[config.mk]
export PLATFORM = sky130hd
export DESIGN_NAME = keyed_refcount_table
export DESIGN_NICKNAME = d
export VERILOG_FILES = /design/src/krt_pkg.sv /design/src/krt_ctrl.sv /design/src/krt_datapath.sv /design/src/keyed_refcount_table.sv
export SDC_FILE = /design/constraint.sdc
export NUM_CORES = 2
export LEC_CHECK = 0
export BUFFER_PORTS_ARGS = -buffer_cell sky130_fd_sc_hd__buf_2
export CORE_MARGIN = 3
export CORE_UTILIZATION = 45
export DETAILED_ROUTE_END_ITERATION = 12
export PLACE_DENSITY = 0.71
export RECOVER_POWER = 50
export SLEW_MARGIN = 25
export SYNTH_ARGS = -nofsm -noshare
export SYNTH_HDL_FRONTEND = slang
export SYNTH_HIERARCHICAL = 1
export SYNTH_SLANG_ARGS = --single-unit
[constraint.sdc]
create_clock -name i_clk -period 14 [get_ports i_clk]
set_input_delay 4.2 -clock i_clk [delete_from_list [all_inputs] [get_ports i_clk]]
set_output_delay 4.2 -clock i_clk [all_outputs]
set_load 0.1 [all_outputs]
[src/krt_pkg.sv]
// ----------------------------------------------------------------------------
// krt_pkg
// Shared sizes, codes and command types for the keyed reference count table.
// ----------------------------------------------------------------------------
package krt_pkg;

    // table geometry
    localparam int ENTRIES      = 16;
    localparam int COUNT_BITS   = 16;
    localparam int CONTEXT_BITS = 32;
    localparam int IDX_BITS     = (ENTRIES > 1) ? $clog2(ENTRIES) : 1;

    // fixed port widths
    localparam int KEY_BITS      = 64;
    localparam int OUT_CNT_BITS  = 16;
    localparam int OUT_CTX_BITS  = 32;
    localparam int IN_CTX_BITS   = 32;

    // key value rejected out of reset
    localparam logic [KEY_BITS-1:0] REJECT_KEY_RST = {KEY_BITS{1'b1}};

    typedef logic [IDX_BITS-1:0] t_idx;

    // request kinds
    typedef enum logic [1:0] {
        REQ_INC      = 2'd0,
        REQ_DEC      = 2'd1,
        REQ_SET_RMV  = 2'd2,
        REQ_SET_NTFY = 2'd3
    } t_req;

    // result status codes
    typedef enum logic [2:0] {
        STS_OK        = 3'd0,
        STS_INVALID   = 3'd1,
        STS_FULL      = 3'd2,
        STS_MISSING   = 3'd3,
        STS_UNDERFLOW = 3'd4
    } t_status;

    // controller states
    typedef enum logic [1:0] {
        S_IDLE   = 2'd0,
        S_LOOKUP = 2'd1,
        S_EXEC   = 2'd2
    } t_state;

    // controller to datapath commands
    typedef struct packed {
        logic load;     // latch the request fields
        logic lookup;   // register key match and free slot search
        logic exec;     // read-modify-write of the chosen slot
    } t_ctrl_cmd;

endpackage

[src/krt_ctrl.sv]
// ----------------------------------------------------------------------------
// krt_ctrl
// Sequencer: accept a request, run lookup, then the slot update.
// ----------------------------------------------------------------------------
module krt_ctrl (
    input  logic               i_clk,
    input  logic               i_rst_n,
    input  logic               start,
    output logic               busy,
    output krt_pkg::t_ctrl_cmd o_cmd
);
    import krt_pkg::*;

    t_state r_state;
    t_state n_state;

    // state register
    always_ff @(posedge i_clk) begin
        if (!i_rst_n) begin
            r_state <= S_IDLE;
        end else begin
            r_state <= n_state;
        end
    end

    // next state
    always_comb begin
        n_state = r_state;
        unique case (r_state)
            S_IDLE: begin
                if (start) begin
                    n_state = S_LOOKUP;
                end
            end
            S_LOOKUP: n_state = S_EXEC;
            S_EXEC:   n_state = S_IDLE;
            default:  n_state = S_IDLE;
        endcase
    end

    // command outputs
    always_comb begin
        busy         = (r_state != S_IDLE);
        o_cmd.load   = (r_state == S_IDLE) && start;
        o_cmd.lookup = (r_state == S_LOOKUP);
        o_cmd.exec   = (r_state == S_EXEC);
    end

    // a lookup is always followed by the update, and the update by idle
    a_lookup_then_exec: assert property (@(posedge i_clk) disable iff (!i_rst_n)
        o_cmd.lookup |=> o_cmd.exec)
        else $error("lookup not followed by update");
    a_exec_then_idle: assert property (@(posedge i_clk) disable iff (!i_rst_n)
        o_cmd.exec |=> !busy)
        else $error("update not followed by idle");
    a_accept_then_busy: assert property (@(posedge i_clk) disable iff (!i_rst_n)
        (start && !busy) |=> o_cmd.lookup)
        else $error("accepted request did not enter lookup");

endmodule

[src/krt_datapath.sv]
// ----------------------------------------------------------------------------
// krt_datapath
// Slot storage, key match, free slot search, slot update and result register.
// ----------------------------------------------------------------------------
module krt_datapath (
    input  logic                               i_clk,
    input  logic                               i_rst_n,
    input  krt_pkg::t_ctrl_cmd                 i_cmd,
    input  logic                               i_cfg_valid,
    output logic                               o_cfg_ready,
    input  logic [krt_pkg::KEY_BITS-1:0]       i_cfg_data,
    input  logic [1:0]                         i_req_type,
    input  logic [krt_pkg::KEY_BITS-1:0]       i_guid,
    input  logic [krt_pkg::IN_CTX_BITS-1:0]    i_context_handle,
    input  logic                               i_callback_enable,
    output logic                               o_done,
    output logic [2:0]                         o_status,
    output logic [krt_pkg::OUT_CNT_BITS-1:0]   o_count_after,
    output logic                               o_removed,
    output logic                               o_notify,
    output logic [krt_pkg::OUT_CTX_BITS-1:0]   o_notify_context
);
    import krt_pkg::*;

    localparam logic [COUNT_BITS-1:0] COUNT_MAX = {COUNT_BITS{1'b1}};

    // lowest set bit of a slot vector
    function automatic t_idx first_set(input logic [ENTRIES-1:0] v);
        t_idx idx;
        idx = '0;
        for (int i = ENTRIES - 1; i >= 0; i--) begin
            if (v[i]) begin
                idx = IDX_BITS'(i);
            end
        end
        return idx;
    endfunction

    // slot storage
    logic [ENTRIES-1:0]      r_slot_valid;
    logic [KEY_BITS-1:0]     r_slot_key    [ENTRIES];
    logic [COUNT_BITS-1:0]   r_slot_count  [ENTRIES];
    logic                    r_slot_mark   [ENTRIES];
    logic                    r_slot_armed  [ENTRIES];
    logic [CONTEXT_BITS-1:0] r_slot_ctx    [ENTRIES];

    // config register
    logic [KEY_BITS-1:0] r_invalid_key;

    // latched request
    t_req                    r_req_type;
    logic [KEY_BITS-1:0]     r_guid;
    logic [CONTEXT_BITS-1:0] r_ctx;
    logic                    r_en;

    // lookup results
    logic r_is_invalid;
    logic r_hit;
    logic r_has_free;
    t_idx r_hit_idx;
    t_idx r_free_idx;

    // result register
    logic                    r_done;
    t_status                 r_status;
    logic [COUNT_BITS-1:0]   r_res_count;
    logic                    r_removed;
    logic                    r_notify;
    logic [CONTEXT_BITS-1:0] r_res_ctx;

    // configuration write, always ready
    assign o_cfg_ready = 1'b1;

    always_ff @(posedge i_clk) begin
        if (!i_rst_n) begin
            r_invalid_key <= REJECT_KEY_RST;
        end else if (i_cfg_valid) begin
            r_invalid_key <= i_cfg_data;
        end
    end

    // request capture
    always_ff @(posedge i_clk) begin
        if (i_cmd.load) begin
            r_req_type <= t_req'(i_req_type);
            r_guid     <= i_guid;
            r_ctx      <= CONTEXT_BITS'(i_context_handle);
            r_en       <= i_callback_enable;
        end
    end

    // key match against every slot
    logic [ENTRIES-1:0] w_match;

    always_comb begin
        for (int i = 0; i < ENTRIES; i++) begin
            w_match[i] = r_slot_valid[i] && (r_slot_key[i] == r_guid);
        end
    end

    always_ff @(posedge i_clk) begin
        if (i_cmd.lookup) begin
            r_is_invalid <= (r_guid == r_invalid_key);
            r_hit        <= |w_match;
            r_has_free   <= ~&r_slot_valid;
            r_hit_idx    <= first_set(w_match);
            r_free_idx   <= first_set(~r_slot_valid);
        end
    end

    // slot update decision
    t_idx                    w_idx;
    logic [COUNT_BITS-1:0]   w_cur_count;
    logic                    w_cur_mark;
    logic                    w_cur_armed;
    logic [CONTEXT_BITS-1:0] w_cur_ctx;
    logic                    w_wr;
    logic                    w_free_slot;
    logic [COUNT_BITS-1:0]   w_new_count;
    logic                    w_new_mark;
    logic                    w_new_armed;
    logic [CONTEXT_BITS-1:0] w_new_ctx;
    t_status                 w_status;
    logic [COUNT_BITS-1:0]   w_res_count;
    logic                    w_removed;
    logic                    w_notify;
    logic [CONTEXT_BITS-1:0] w_res_ctx;
    logic [COUNT_BITS-1:0]   w_dec_count;

    always_comb begin
        w_idx = r_hit ? r_hit_idx : r_free_idx;
        // a freshly allocated slot starts from cleared fields
        w_cur_count = r_hit ? r_slot_count[w_idx] : '0;
        w_cur_mark  = r_hit ? r_slot_mark[w_idx]  : 1'b0;
        w_cur_armed = r_hit ? r_slot_armed[w_idx] : 1'b0;
        w_cur_ctx   = r_hit ? r_slot_ctx[w_idx]   : '0;
        w_dec_count = COUNT_BITS'(w_cur_count - 1'b1);

        w_wr        = 1'b0;
        w_free_slot = 1'b0;
        w_new_count = w_cur_count;
        w_new_mark  = w_cur_mark;
        w_new_armed = w_cur_armed;
        w_new_ctx   = w_cur_ctx;
        w_status    = STS_OK;
        w_res_count = '0;
        w_removed   = 1'b0;
        w_notify    = 1'b0;
        w_res_ctx   = '0;

        if (r_is_invalid) begin
            w_status = STS_INVALID;
        end else begin
            unique case (r_req_type)
                REQ_INC: begin
                    if (!r_hit && !r_has_free) begin
                        w_status = STS_FULL;
                    end else begin
                        w_wr = 1'b1;
                        // saturate at the top count
                        if (w_cur_count != COUNT_MAX) begin
                            w_new_count = COUNT_BITS'(w_cur_count + 1'b1);
                        end
                        w_res_count = w_new_count;
                    end
                end
                REQ_DEC: begin
                    if (!r_hit) begin
                        w_status = STS_MISSING;
                    end else if (w_cur_count == '0) begin
                        w_status = STS_UNDERFLOW;
                    end else begin
                        w_wr        = 1'b1;
                        w_new_count = w_dec_count;
                        w_res_count = w_dec_count;
                        if (w_dec_count == '0) begin
                            if (w_cur_armed) begin
                                w_notify  = 1'b1;
                                w_res_ctx = w_cur_ctx;
                            end
                            if (w_cur_mark) begin
                                w_free_slot = 1'b1;
                                w_removed   = 1'b1;
                            end
                        end
                    end
                end
                REQ_SET_RMV: begin
                    if (!r_hit) begin
                        w_status = STS_MISSING;
                    end else if (w_cur_count == '0) begin
                        w_wr        = 1'b1;
                        w_free_slot = 1'b1;
                        w_removed   = 1'b1;
                    end else begin
                        w_wr        = 1'b1;
                        w_new_mark  = 1'b1;
                        w_res_count = w_cur_count;
                    end
                end
                REQ_SET_NTFY: begin
                    if (!r_hit && !r_has_free) begin
                        w_status = STS_FULL;
                    end else begin
                        w_wr        = 1'b1;
                        w_new_ctx   = r_ctx;
                        w_new_armed = r_en;
                        w_res_count = w_cur_count;
                        if ((w_cur_count == '0) && r_en) begin
                            w_notify  = 1'b1;
                            w_res_ctx = r_ctx;
                        end
                    end
                end
                default: begin
                    w_status = STS_OK;
                end
            endcase
        end
    end

    // slot valid bits
    always_ff @(posedge i_clk) begin
        if (!i_rst_n) begin
            r_slot_valid <= '0;
        end else if (i_cmd.exec && w_wr) begin
            r_slot_valid[w_idx] <= !w_free_slot;
        end
    end

    // slot payload write
    always_ff @(posedge i_clk) begin
        if (i_cmd.exec && w_wr) begin
            r_slot_key[w_idx]   <= r_guid;
            r_slot_count[w_idx] <= w_new_count;
            r_slot_mark[w_idx]  <= w_new_mark;
            r_slot_armed[w_idx] <= w_new_armed;
            r_slot_ctx[w_idx]   <= w_new_ctx;
        end
    end

    // result strobe
    always_ff @(posedge i_clk) begin
        if (!i_rst_n) begin
            r_done <= 1'b0;
        end else begin
            r_done <= i_cmd.exec;
        end
    end

    // result payload
    always_ff @(posedge i_clk) begin
        if (i_cmd.exec) begin
            r_status    <= w_status;
            r_res_count <= w_res_count;
            r_removed   <= w_removed;
            r_notify    <= w_notify;
            r_res_ctx   <= w_res_ctx;
        end
    end

    assign o_done           = r_done;
    assign o_status         = r_status;
    assign o_count_after    = OUT_CNT_BITS'(r_res_count);
    assign o_removed        = r_removed;
    assign o_notify         = r_notify;
    assign o_notify_context = OUT_CTX_BITS'(r_res_ctx);

    // a result only follows an update cycle
    a_done_after_exec: assert property (@(posedge i_clk) disable iff (!i_rst_n)
        o_done |-> $past(i_cmd.exec))
        else $error("result strobe without update");
    // error results carry no count, removal or notification
    a_error_clean: assert property (@(posedge i_clk) disable iff (!i_rst_n)
        (o_done && (o_status != STS_OK))
            |-> (o_count_after == '0) && !o_removed && !o_notify)
        else $error("error result with side fields set");
    // a freed entry reports a zero count
    a_removed_zero: assert property (@(posedge i_clk) disable iff (!i_rst_n)
        (o_done && o_removed) |-> (o_count_after == '0) && (o_status == STS_OK))
        else $error("removed entry with nonzero count");
    // the rejected key never lands in a slot
    a_invalid_not_stored: assert property (@(posedge i_clk) disable iff (!i_rst_n)
        (i_cmd.exec && r_is_invalid) |-> !w_wr)
        else $error("invalid key written to table");

endmodule

[src/keyed_refcount_table.sv]
// ----------------------------------------------------------------------------
// keyed_refcount_table
// Outstanding-operation counters keyed by a 64-bit id, 16 slots.
// ----------------------------------------------------------------------------
// Usage:
//   Request channel: drive i_req_type, i_guid, i_context_handle and
//   i_callback_enable with start high; the request is taken at the clock
//   edge where start is high and busy is low. busy stays high for the
//   lookup and update cycles that follow.
//   Result channel: o_done is high for exactly one cycle with o_status,
//   o_count_after, o_removed, o_notify and o_notify_context valid. The
//   receiver cannot stall; it must take the result in that cycle.
//   Sequence: the request is captured at the accepting edge, the parallel
//   key match plus free slot search is registered in the lookup state,
//   and the chosen slot is written as the update state ends, as o_done rises.
//   Requests do not overlap: busy holds off a new one during the match
//   and the single read-modify-write of the chosen slot; a new request
//   may be taken in the cycle the previous result is shown.
//   Config: i_cfg_valid / o_cfg_ready write i_cfg_data as the invalid key;
//   write only while idle.
//   Reset (synchronous, i_rst_n low): all slots empty, invalid key all
//   ones, no result pending. No clearing pass is needed.
// ----------------------------------------------------------------------------
module keyed_refcount_table (
    input  logic                             i_clk,
    input  logic                             i_rst_n,
    input  logic                             start,
    output logic                             busy,
    input  logic [1:0]                       i_req_type,
    input  logic [krt_pkg::KEY_BITS-1:0]     i_guid,
    input  logic [krt_pkg::IN_CTX_BITS-1:0]  i_context_handle,
    input  logic                             i_callback_enable,
    input  logic                             i_cfg_valid,
    output logic                             o_cfg_ready,
    input  logic [krt_pkg::KEY_BITS-1:0]     i_cfg_data,
    output logic                             o_done,
    output logic [2:0]                       o_status,
    output logic [krt_pkg::OUT_CNT_BITS-1:0] o_count_after,
    output logic                             o_removed,
    output logic                             o_notify,
    output logic [krt_pkg::OUT_CTX_BITS-1:0] o_notify_context
);
    import krt_pkg::*;

    t_ctrl_cmd w_cmd;

    // sequencer
    krt_ctrl u_ctrl (
        .i_clk   (i_clk),
        .i_rst_n (i_rst_n),
        .start   (start),
        .busy    (busy),
        .o_cmd   (w_cmd)
    );

    // table and update logic
    krt_datapath u_datapath (
        .i_clk             (i_clk),
        .i_rst_n           (i_rst_n),
        .i_cmd             (w_cmd),
        .i_cfg_valid       (i_cfg_valid),
        .o_cfg_ready       (o_cfg_ready),
        .i_cfg_data        (i_cfg_data),
        .i_req_type        (i_req_type),
        .i_guid            (i_guid),
        .i_context_handle  (i_context_handle),
        .i_callback_enable (i_callback_enable),
        .o_done            (o_done),
        .o_status          (o_status),
        .o_count_after     (o_count_after),
        .o_removed         (o_removed),
        .o_notify          (o_notify),
        .o_notify_context  (o_notify_context)
    );

endmodule
==> metrics.cfg <==
[cts]
root_buffer = clkbuf_16
htreeDepth = 4
clk_pin_slew_ps = 60
clock_sinks = 2070
cts_resized = 0
worstSkewPairLatency_ps = 880
hold_buffers = 0
post-cts-setup-buffers = 0
cts_tree = built
clockBufferDepth = 3
numCtsBuffers = 201

[timing]
relSlewSlack = -3.02
slew_violations = 2065
max_freq_mhz = 95.5
hold-worst-slack_ps = 498
setup_tns_ps = 0
setup-violations-final = 0
rsz0062_at_grt = no
fin_crit_ps = 10470
tightest_slew_ps = 6040
fin_skew_ps = 67.8
hold_viol = 0
period_share = 0.748

[global_routing]
grt_usage = 0.244
grt_pass1_vias = 48600
grt-ovfl-total = 0
met2_usage = 0.380
top_usage_layer = met2
grt_use_met3 = 0.0484
grt_pass1_wl_microns = 343000
grtUsageMet1 = 0.340
grt_max_degree = 110
antenna_found_initial = 9

[route]
dr.first_iter.drc_count = 7308
first_pass_iters = 10
drc_errors = 2
wl_per_cell_microns = 29.4
ant_nets = 0
wl_microns = 241000
vias = 50300
via_per_inst = 6.12

[layout]
nets = 5730
fillers = 14800
seqCellArea_sq_um = 61300
multi_input_area_sq_um = 22100
synthToLayoutAreaGrowth_pct = 13.2
drive_gt1_frac = 0.132

[setup_path]
critPathCaptureType = flop
ff2ff_path_depth = 15
crit_path_max_fanout = 73
cp-startpoint = u_datapath/r_hit
regToRegSetupSlack_ps = 3530
start_kind = flop
crit_end = u_datapath/r_slot_key[5][13]
slowest_delay_ps = 2140
slowest_stage = clkbuf_1
rr_endpoint = u_datapath/r_slot_key[5][13]
crit_chain = clkbuf_1 -> nand3b_1 -> buf_4 -> and2_1 -> o2111ai_1 -> a2111oi_0 -> nand2_1 -> ha_1 -> o221a_2 -> nand4_1 -> nor4_1 -> or4b_1 -> nor3_2 -> buf_4 -> buf_4
cp.required_ps = 14450
crit_type = reg -> reg
crit-reg2reg-launch = u_datapath/r_hit
cp.arrival_ps = 10930
cpMostUsedCell = buf_4

[logic_synthesis]
ys_seq_area_frac = 0.722
synthArstFlopShare = 0
syn_area_sq_um = 84900
syn_avg_cell_area_sq_um = 16.4
syn_inst = 5178
synth-edff-count = 1987
synth_nets = 5354
synth-seq-cells = 2070
synth_ff_type = edfxtp_1
ys_warn_count = 6
ys_types = 98

[hold_path]
hp-class = reg -> reg
min_from = u_datapath/r_invalid_key[12]

[floorplanning]
start_util = 0.455
num_io_pins = 223
die_x_microns = 440
die_area_sq_um = 194000
core_area_sq_um = 186000
die_y_microns = 440
row_count = 158

[status]
outcome = complete, but fails checks
violations = design-rule violations, max-capacitance violations, max-slew violations

[placement]
dpl.hpwl_microns = 145000
portBuffers = 221
gp_congestion = 0.960

[power_and_ir_drop]
cellPowerDensity_nw_per_um2 = 139
irDropWorstVdd_mv = 0.135
power.leakage_nw = 30.7

[run]
maxCapViolations = 94

synthesized netlist by cell type (39+ instances only):
master    instances  share of area
nor2_1           69         0.0031
a221oi_1         39         0.0040
xnor2_1         369          0.038
or3_1            40         0.0029
buf_1            66         0.0029
o21ai_0          85         0.0050
clkbuf_1        179         0.0079
nand2_1         220         0.0097
o22ai_1         157          0.012
inv_1            99         0.0044
nor3_1           55         0.0032
nand4_1         136          0.010
mux2i_1          92          0.011
a21oi_1          74         0.0044
dfxtp_1          83          0.020
nor4_1          166          0.012
a21o_1          160          0.014
mux4_2          143          0.038
edfxtp_1       1987           0.70
xor2_1          512          0.053
power breakdown:
group | switching [mW] | leakage [nW] | internal [mW]
clock network | 2.41 | 3.29 | 3.12
registers | 0.0256 | 18.7 | 6.89
logic | 0.677 | 8.69 | 0.262
total | 3.11 | 30.7 | 10.3
area by class of cell:
type                       count  share of cell area
clock buffer                 250              0.0553
sequential                  2070               0.638
inverter                     108             0.00422
clock inverter               123              0.0157
antenna                        4            0.000104
timing repair buffer         461              0.0241
multi-input combinational   2712               0.230
tap                         2480              0.0323
how the worst min path moves through the flow:
stage | endpoint | cells past startpoint
floorplan | u_datapath/r_slot_valid[10] | 2
global placement | u_datapath/r_invalid_key[1] | 2
detailed placement | u_datapath/r_invalid_key[12] | 2
CTS | u_datapath/r_slot_valid[9] | 2
global route | u_datapath/r_invalid_key[40] | 2
finish | u_datapath/r_invalid_key[12] | 2
cell families after synthesis:
group | Yosys count | share of synthesized area
AOI/OAI and AO/OA | 748 | 0.0633
xor gates and xnor gates | 881 | 0.0909
adders and majority gates | 9 | 0.00133
buffers and inverters | 396 | 0.0188
DFF | 2070 | 0.722
muxes | 239 | 0.0495
other | 1 | 0.0000442
and+or+nand+nor | 834 | 0.0539
worst max-delay path: cells and delay by family (launching register included):
family | cells | cell delay (ps)
AND/OR/NAND/NOR | 7 | 2790
flip-flops | 1 | 320
AO/OA/AOI/OAI | 3 | 2160
adder cells (fa/ha/maj) | 1 | 490
buffers and inverters | 4 | 4200
layer usage:
layer / routed length [microns] / up-vias / part of all wire
met5: 13 / - / 0.000054
met4: 10700 / 2 / 0.044
met3: 26400 / 526 / 0.11
met2: 110000 / 3257 / 0.46
met1: 94100 / 25600 / 0.39
li1: - / 20900 / -
state kept, by name, indices dropped and copies added, names as in the netlist:
signal,count
u_datapath/r_slot_key,1024
u_datapath/r_slot_ctx,512
u_datapath/r_slot_count,256
u_datapath/r_guid,64
u_datapath/r_invalid_key,64
u_datapath/o_notify_context,32
u_datapath/r_ctx,32
u_datapath/o_count_after,16
u_datapath/r_slot_armed,16
u_datapath/r_slot_mark,16
u_datapath/r_slot_valid,16
u_datapath/r_free_idx,4
u_datapath/r_hit_idx,4
u_datapath/o_status,3
u_ctrl/r_state,2
u_datapath/r_req_type,2
u_datapath/o_done,1
u_datapath/o_notify,1
u_datapath/o_removed,1
u_datapath/r_en,1
u_datapath/r_has_free,1
u_datapath/r_hit,1
u_datapath/r_is_invalid,1
per-stage QoR:
step                      setup WS, ps  total power [mW]  cells  cell area, sq um   util
final                             3530              13.4   8208             96100  0.515
after global routing              3100              13.7   8205             96100  0.515
after CTS                         6340              13.5   8200             96700  0.519
after detailed placement          6350              7.98   7827             89900  0.482
after global placement            6380              7.96   7827             89900  0.482
after floorplan                   1780              7.58   5178             84900      -
layout by cell type (no fill, tap or decap), types with 11 or more instances in the layout:
cell / Yosys / final
o2bb2ai_1: 30 / 30
or3_1: 40 / 40
clkinv_16: 0 / 13
xnor2_1: 369 / 369
a22o_1: 13 / 13
nand3_1: 32 / 31
inv_1: 99 / 99
nand2_1: 220 / 220
edfxtp_1: 1987 / 1987
o21ai_0: 85 / 77
o41ai_1: 11 / 11
dfxtp_1: 83 / 83
nand4_1: 136 / 136
a41oi_1: 34 / 34
nor3_2: 2 / 12
a21oi_1: 74 / 74
xor2_1: 512 / 512
a21o_1: 160 / 160
o211ai_1: 12 / 12
mux4_2: 143 / 143
nor2_1: 69 / 67
nor4_1: 166 / 165
buf_4: 6 / 77
clkbuf_16: 0 / 201
o22ai_1: 157 / 157
buf_2: 29 / 160
clkbuf_1: 179 / 252
clkinv_1: 8 / 44
clkinv_2: 0 / 33
nor3_1: 55 / 44
bufinv_16: 0 / 21
mux2i_1: 92 / 93
a221oi_1: 39 / 39
nand2b_1: 23 / 23
a22oi_1: 27 / 27
o221ai_1: 15 / 15
(Power assumes the default switching activity.)
